File: config.mk
export PLATFORM = sky130hd
export DESIGN_NAME = tws_geom
export DESIGN_NICKNAME = d
export VERILOG_FILES = /design/src/hw/rtl/tws_pkg.sv /design/src/hw/rtl/tws_geom.sv
export SDC_FILE = /design/constraint.sdc
export NUM_CORES = 2
export LEC_CHECK = 0
export BUFFER_PORTS_ARGS = -buffer_cell sky130_fd_sc_hd__buf_4
export CORE_UTILIZATION = 40
export CTS_CLUSTER_DIAMETER = 60
export DETAILED_ROUTE_END_ITERATION = 8
export PLACE_DENSITY = 0.68
export SLEW_MARGIN = 30
export SYNTH_ARGS = -nofsm -noshare
export SYNTH_HDL_FRONTEND = slang
export SYNTH_SLANG_ARGS = --single-unit
File: constraint.sdc
create_clock -name clk_i -period 7.39 [get_ports clk_i]
set_input_delay 1.478 -clock clk_i [delete_from_list [all_inputs] [get_ports clk_i]]
set_output_delay 1.478 -clock clk_i [all_outputs]
set_load 0.005 [all_outputs]
File: src/hw/rtl/tws_pkg.sv
package tws_pkg;

  localparam int TexSizeDef = 64;
  localparam int MaxRowsDef = 1024;
  localparam int NumTextures = 4;
  localparam int TexSelW = 2;

  localparam int ScreenHeightRst = 480;
  localparam int ProjectionRst = 36325376;

  localparam logic [1:0] SideHoriz = 2'd1;
  localparam logic [1:0] SideVert = 2'd2;

  localparam logic [1:0] TexNorth = 2'd0;
  localparam logic [1:0] TexSouth = 2'd1;
  localparam logic [1:0] TexEast = 2'd2;
  localparam logic [1:0] TexWest = 2'd3;

  typedef enum logic [1:0] {
    RegScreenHeight = 2'd0,
    RegProjection   = 2'd1,
    RegTopColour    = 2'd2,
    RegBottomColour = 2'd3
  } tws_reg_e;

  typedef enum logic [1:0] {
    PixTop    = 2'd0,
    PixBottom = 2'd1,
    PixTexel  = 2'd2,
    PixBlack  = 2'd3
  } tws_pix_e;

  typedef struct packed {
    logic        func;
    logic [1:0]  texture_select;
    logic [11:0] texel_address;
    logic [31:0] texel_colour;
    logic [9:0]  pixel_row;
    logic [9:0]  pixel_column;
    logic [31:0] wall_distance;
    logic [1:0]  hit_side;
    logic        facing_positive;
    logic [15:0] hit_coordinate;
  } tws_in_t;

  typedef struct packed {
    logic [9:0]  out_row;
    logic [9:0]  out_column;
    logic [31:0] pixel_colour;
  } tws_out_t;

  typedef struct packed {
    tws_pix_e         kind;
    logic             keep;
    logic [TexSelW-1:0] tex_sel;
  } tws_ctl_t;

endpackage

File: src/hw/rtl/tws_geom.sv
module tws_geom
  import tws_pkg::*;
#(
  parameter int TEX_SIZE = TexSizeDef,
  parameter int MAX_ROWS = MaxRowsDef
) (
  input  logic                         clk_i,
  input  logic                         rst_ni,
  input  logic                         en_i,
  input  logic                         in_valid_i,
  input  tws_in_t                      in_req_i,
  input  logic [31:0]                  in_wh_i,
  input  logic [10:0]                  screen_height_i,
  output logic                         out_valid_o,
  output tws_in_t                      out_req_o,
  output tws_ctl_t                     out_ctl_o,
  output logic [$clog2(TEX_SIZE)-1:0]  out_trow_o
);

  localparam int Lt = $clog2(TEX_SIZE);

  // stage 1: slice bounds in 1/2^17 row units
  logic [9:0]  hh;
  logic [35:0] start_raw;
  logic [27:0] start_d;
  logic [33:0] end_d;
  logic [15:0] ceil_d;
  logic [17:0] dft_d;
  logic [12:0] rows;
  logic        keep_d;

  assign hh        = screen_height_i[10:1];
  assign start_raw = {9'b0, hh, 17'b0} + 36'd131072 - {4'b0, in_wh_i};
  assign start_d   = start_raw[35] ? '0 : start_raw[27:0];
  assign end_d     = {7'b0, hh, 17'b0} + {2'b0, in_wh_i};
  assign ceil_d    = {6'b0, hh} + {1'b0, in_wh_i[31:17]} + {15'b0, |in_wh_i[16:0]};
  assign dft_d     = {8'b0, in_req_i.pixel_row} - {8'b0, hh} + {3'b0, in_wh_i[31:17]};
  assign rows      = ({2'b0, screen_height_i} < 13'(MAX_ROWS)) ? {2'b0, screen_height_i}
                                                               : 13'(MAX_ROWS);
  assign keep_d    = {3'b0, in_req_i.pixel_row} < rows;

  logic        g1_vld_q;
  tws_in_t     g1_req_q;
  logic [31:0] g1_wh_q;
  logic [27:0] g1_start_q;
  logic [33:0] g1_end_q;
  logic [15:0] g1_ceil_q;
  logic [17:0] g1_dft_q;
  logic        g1_keep_q;

  always_ff @(posedge clk_i) begin
    if (en_i) begin
      g1_req_q   <= in_req_i;
      g1_wh_q    <= in_wh_i;
      g1_start_q <= start_d;
      g1_end_q   <= end_d;
      g1_ceil_q  <= ceil_d;
      g1_dft_q   <= dft_d;
      g1_keep_q  <= keep_d;
    end
  end

  // stage 2: last wall row, top test, texture row mode
  logic [10:0] s0;
  logic        empty;
  logic [15:0] end_row;
  logic [15:0] last_d;
  logic        top_d;
  logic        dft_pos_d;
  logic        clamp_d;

  assign s0        = g1_start_q[27:17];
  assign empty     = (s0 >= screen_height_i) || ({6'b0, s0, 17'b0} >= g1_end_q);
  assign end_row   = (g1_ceil_q > {5'b0, screen_height_i}) ? {5'b0, screen_height_i}
                                                           : g1_ceil_q;
  assign last_d    = empty ? {5'b0, s0} : end_row;
  assign top_d     = {1'b0, g1_req_q.pixel_row, 17'b0} < g1_start_q;
  assign dft_pos_d = !g1_dft_q[17] && (g1_dft_q != '0);
  assign clamp_d   = {g1_dft_q[16:0], 16'b0} >= {1'b0, g1_wh_q};

  logic        g2_vld_q;
  tws_in_t     g2_req_q;
  logic [31:0] g2_wh_q;
  logic [15:0] g2_last_q;
  logic        g2_top_q;
  logic        g2_dft_pos_q;
  logic        g2_clamp_q;
  logic [15:0] g2_dft_q;
  logic        g2_keep_q;

  always_ff @(posedge clk_i) begin
    if (en_i) begin
      g2_req_q     <= g1_req_q;
      g2_wh_q      <= g1_wh_q;
      g2_last_q    <= last_d;
      g2_top_q     <= top_d;
      g2_dft_pos_q <= dft_pos_d;
      g2_clamp_q   <= clamp_d;
      g2_dft_q     <= g1_dft_q[15:0];
      g2_keep_q    <= g1_keep_q;
    end
  end

  // stage 3: classify the pixel, set up the texture row division
  tws_ctl_t ctl_d;
  logic     side_ok;

  assign side_ok = (g2_req_q.hit_side == SideHoriz) || (g2_req_q.hit_side == SideVert);

  always_comb begin
    ctl_d.keep = g2_keep_q;
    if ({6'b0, g2_req_q.pixel_row} >= g2_last_q) begin
      ctl_d.kind = PixBottom;
    end else if (g2_top_q) begin
      ctl_d.kind = PixTop;
    end else if (side_ok) begin
      ctl_d.kind = PixTexel;
    end else begin
      ctl_d.kind = PixBlack;
    end
    if (g2_req_q.hit_side == SideHoriz) begin
      ctl_d.tex_sel = g2_req_q.facing_positive ? TexNorth : TexSouth;
    end else begin
      ctl_d.tex_sel = g2_req_q.facing_positive ? TexEast : TexWest;
    end
  end

  logic [Lt:0] vld_q;
  logic [Lt:0] zero_q;
  logic [Lt:0] max_q;
  tws_in_t     req_q [Lt+1];
  tws_ctl_t    ctl_q [Lt+1];
  logic [31:0] wh_q  [Lt+1];
  logic [31:0] rem_q [Lt+1];
  logic [Lt-1:0] quo_q [Lt+1];

  always_ff @(posedge clk_i or negedge rst_ni) begin
    if (!rst_ni) begin
      g1_vld_q <= 1'b0;
      g2_vld_q <= 1'b0;
      vld_q    <= '0;
    end else if (en_i) begin
      g1_vld_q <= in_valid_i;
      g2_vld_q <= g1_vld_q;
      vld_q    <= {vld_q[Lt-1:0], g2_vld_q};
    end
  end

  always_ff @(posedge clk_i) begin
    if (en_i) begin
      req_q[0]  <= g2_req_q;
      ctl_q[0]  <= ctl_d;
      wh_q[0]   <= g2_wh_q;
      rem_q[0]  <= {g2_dft_q, 16'b0};
      quo_q[0]  <= '0;
      zero_q[0] <= !g2_dft_pos_q || (g2_wh_q == '0);
      max_q[0]  <= g2_clamp_q;
    end
  end

  for (genvar s = 1; s <= Lt; s++) begin : g_step
    logic [32:0] trial;
    logic [32:0] diff;
    assign trial = {rem_q[s-1], 1'b0};
    assign diff  = trial - {1'b0, wh_q[s-1]};
    always_ff @(posedge clk_i) begin
      if (en_i) begin
        req_q[s]  <= req_q[s-1];
        ctl_q[s]  <= ctl_q[s-1];
        wh_q[s]   <= wh_q[s-1];
        zero_q[s] <= zero_q[s-1];
        max_q[s]  <= max_q[s-1];
        rem_q[s]  <= diff[32] ? trial[31:0] : diff[31:0];
        quo_q[s]  <= {quo_q[s-1][Lt-2:0], ~diff[32]};
      end
    end
  end

  assign out_valid_o = vld_q[Lt];
  assign out_req_o   = req_q[Lt];
  assign out_ctl_o   = ctl_q[Lt];
  assign out_trow_o  = zero_q[Lt] ? '0 : (max_q[Lt] ? '1 : quo_q[Lt]);

  a_trow_rem_below: assert property (@(posedge clk_i) disable iff (!rst_ni)
    vld_q[0] && !zero_q[0] && !max_q[0] |-> rem_q[0] < wh_q[0])
    else $error("texture row division would overflow");

endmodule

==> impl.org <==
** Setup path
- Classification of the worst setup path :: input port to register
- The kind of cell with the highest combined delay along the critical path is compound AO/OA/AOI/OAI gates.
- Critical-path maximum fanout :: 8
- STA classifies the critical path startpoint as an input port.
- For the worst setup path, the data required time is about 7.9 ns.
- Crit path cell chain :: buf_4 -> inv_1 -> ha_1 -> inv_1 -> fa_1 -> a21o_1 -> a21oi_1 -> o21ai_0 -> a21oi_1 -> nor2b_1 -> o21a_1 -> o21ai_0 -> nand2b_1 -> a21oi_1 -> ha_1 -> a21oi_1 -> o21ai_0 -> a221o_1 -> a21o_1 -> a21oi_1 -> xnor2_1
- Kind of end point of the critical path :: register
- Largest incremental delay on the critical path :: between 0.6 and 0.7 ns
- Counting both buffers and inverters, the worst setup path holds a total of 3.
- The most numerous cell type found on the critical path is a21oi_1.
- For the worst setup path, the data arrival time is around 6 ns.
- For this design, the slowest cell found on the critical path is a21oi_1.

** Clock network
- The tree is rooted in a clkbuf_16.
- Total of cells resized after clock tree synthesis :: 0
- Number of H-tree levels :: 4
- TritonCTS clock tree :: done
- The clock net in this run drives a total of about 1,700 sinks.
- Clk buf depth :: 3
- Clock-pin slew was measured on the worst setup and hold paths at 0.06 ns.
- Worst-skew pair later-pin latency :: between 0.8 and 0.9 ns
- For this design, the CTS-stage hold fixing added 0 buffers.
- Clock buffers created by TritonCTS :: between 150 and 200
- Buffers added to address setup during post-CTS repair amount to 0.

** Run status
- Outcome :: complete, no violations

** Timing
- Final clock skew :: 0.0331 ns
- Setup TNS after final layout :: 0 ns
- Post-layout worst setup margin :: 2.06 ns
- At the pin with the least slew margin, the transition time is approximately 1 ns.
- The total count of hold-check failures in the final report is 0.
- Based on the critical path, the design can be clocked at up to ~190 MHz.
- Setup repair after global routing left no endpoint under its margin.
- Number of slew-limit violations in the final report :: 0
- In this run the tightest slew margin relative to its limit is about a third.
- Tmin final :: 5.33 ns
- Setup Viol. Count Final :: 0
- Share of the cycle needed by the critical path after routing :: between 70 and 80%

** Logic synthesis
- In this run the mean area of a mapped cell was roughly 17 um2.
- Gate count of the mapped netlist :: between 3,000 and 4,000
- Sequential cell area fraction in the yosys report :: between 70% and 80%
- Counting distinct cell types in the post-synthesis netlist gives 89.
- The cell area that synthesis handed to floorplanning was between 60,000 and 70,000 um2.
- Flip-flop and latch count after synthesis :: 1,687
- The Yosys step of the flow raised 0 warnings.
- EDFF count, synth :: between 1,500 and 2,000
- Async SR Flop Fraction :: less than 1%
- Primary flip-flop cell chosen by synthesis mapping :: edfxtp_1

** Layout
- Area occupied by multi-input gates :: between 10,000 and 15,000 um2
- Final Util :: 47.3%
- At the end of the flow, the number of nets in the layout was between 4,000 and 5,000.
- The filler cells instantiated in the layout total about 14,000.
- Of the cells placed in the final design, the portion with a size suffix greater than 1 is around 17%.
- Growth of design area from synthesis to finish :: 16.6%
- The library cell used most frequently in the layout, excluding fill and tap cells, is edfxtp_1.
- Top library cells by usage in the layout, fill and taps aside :: 1,678 x edfxtp_1, 319 x inv_1, 309 x ha_1
- Area taken by flip-flops and latches :: a little over 50,000 um2

** Global route
- Number of antenna violations at the first check in global routing :: 3
- Entering global routing, the biggest net connects roughly 200 pins.
- Global routing finished with a remaining overflow of 0.
- Across every metal layer, demand over resource in global routing totals approximately an eighth.
- The first global-routing pass estimated between 150 and 200 mm of wire.
- Number of global-route vias before repair :: between 30,000 and 40,000

** Drt
- Wires add up to about 110 mm.
- Via count of the routed design :: around 32,000
- After detailed routing, the average wire length per cell comes to about 16 um.
- Via count normalized by instance count :: ~4.8
- The first detailed-routing pass ran for 5 iterations.
- Count of nets left with antenna violations after detail routing :: 0
- Remaining DRCs :: 0
- For this block, the initial DRC count from the detailed router was 2,099.

** Placement
- Worst setup slack after placement :: between 1 and 1.5 ns
- Port buffering added roughly 290 buffers.
- Post-detail-place hpwl :: approximately 73 mm
- The congestion estimate from routability-driven global placement came to slightly below 0.9.

** Worst hold path
- In this run the worst hold path is classified as register to register.

** Power and ir drop
- VDD sags by at most 250 uV.
- Leakage power :: roughly 30 nW
- In this run the power density over the cells is 337 nW/um2.

** Flow run
- Across the run, the number of max-cap violations was 0.

** Floorplanning
- Effective utilization at floorplan :: just over 40%
- Die span in x :: around 410 um
- Core area :: roughly 160,000 um2
- # IOs :: roughly 300
- Rows :: 148
- From bottom edge to top edge, the die measures about 400 um.
- Area enclosed by the die boundary :: about 170,000 um2
metrics by stage:
stage	hold WS [ns]	total power, mW	instance area (um2)	instances
finish	0.398	26.0	77300	6629
global route	0.394	27.3	77300	6628
CTS	0.396	26.3	77200	6623
detailed placement	0.405	17.5	71400	6303
global placement	0.400	17.3	71300	6298
floorplan	0.400	16.0	66300	3858
power by group:
part,switching [mW],total [mW],internal [mW]
Clock,3.64,8.72,5.09
Combinational,2.59,4.95,2.36
Sequential,0.445,12.3,11.9
Total,6.67,26.0,19.3
state kept, by name, indices dropped and copies added, names as in the netlist, 7 cells and up:
register    cells
quo_q          21
g2_dft_q       16
req_q         826
wh_q          192
g2_last_q      16
ctl_q          35
g1_req_q      118
vld_q           7
g1_ceil_q      16
g1_start_q     28
g2_req_q      118
zero_q          7
rem_q         176
g1_wh_q        32
max_q           7
g2_wh_q        32
g1_dft_q       17
g1_end_q       16
layout make-up:
| type | instances | share of cell area, % |
|---|---|---|
| diodes | 4 | 0.0130 |
| clock inverters | 105 | 1.54 |
| inverters | 321 | 1.56 |
| clock buffers | 215 | 6.01 |
| well taps | 2175 | 3.52 |
| repair buffers | 316 | 3.33 |
| flip-flops and latches | 1687 | 65.5 |
| multi-input cells | 1806 | 18.5 |
per-layer routing:
layer / vias to the layer above / track usage [%] / wire, um
met4: 0 / 4.94 / 3060
li1: 15500 / - / -
met3: 204 / 3.01 / 4920
met5: - / 0 / 0
met1: 15300 / 16.4 / 48200
met2: 637 / 21.6 / 53000
path summary, 6_finish.rpt:
path | startpoint | end | slack [ns] | cells after the start
worst max-delay path | in_req_i[61] | g1_dft_q[16] | 2.06 | 21
worst min-delay path | req_q[5][81] | req_q[6][81] | 0.40 | 0
worst max register to register | wh_q[3][0] | rem_q[4][3] | 3.18 | 11
worst min register to register | req_q[5][81] | req_q[6][81] | 0.40 | 0
max in group asynchronous | rst_ni | g2_vld_q | 6.75 | 1
min in group asynchronous | rst_ni | vld_q[5] | 0.49 | 1
cell usage after synthesis, types with 35 or more instances:
master | count | area [um2]
o21a_1 | 35 | 263
mux2_2 | 123 | 1390
edfxtp_1 | 1678 | 50400
xor2_1 | 74 | 648
ha_1 | 309 | 3870
a21o_1 | 103 | 773
o21bai_1 | 35 | 263
xnor2_1 | 133 | 1160
o21ai_0 | 102 | 510
nand2_1 | 107 | 402
nor2_1 | 173 | 649
inv_1 | 319 | 1200
a21oi_1 | 172 | 861
cells by family after synthesis:
family	after synthesis	synth area share, %
xor+xnor	210	2.83
flops	1687	76.4
mux	164	2.76
buf+inv	365	2.13
simple gates	519	3.83
other cells	1	0.00566
fa+ha+maj	318	6.11
compound gates	590	5.95
Power figures use the tool's default switching activity.
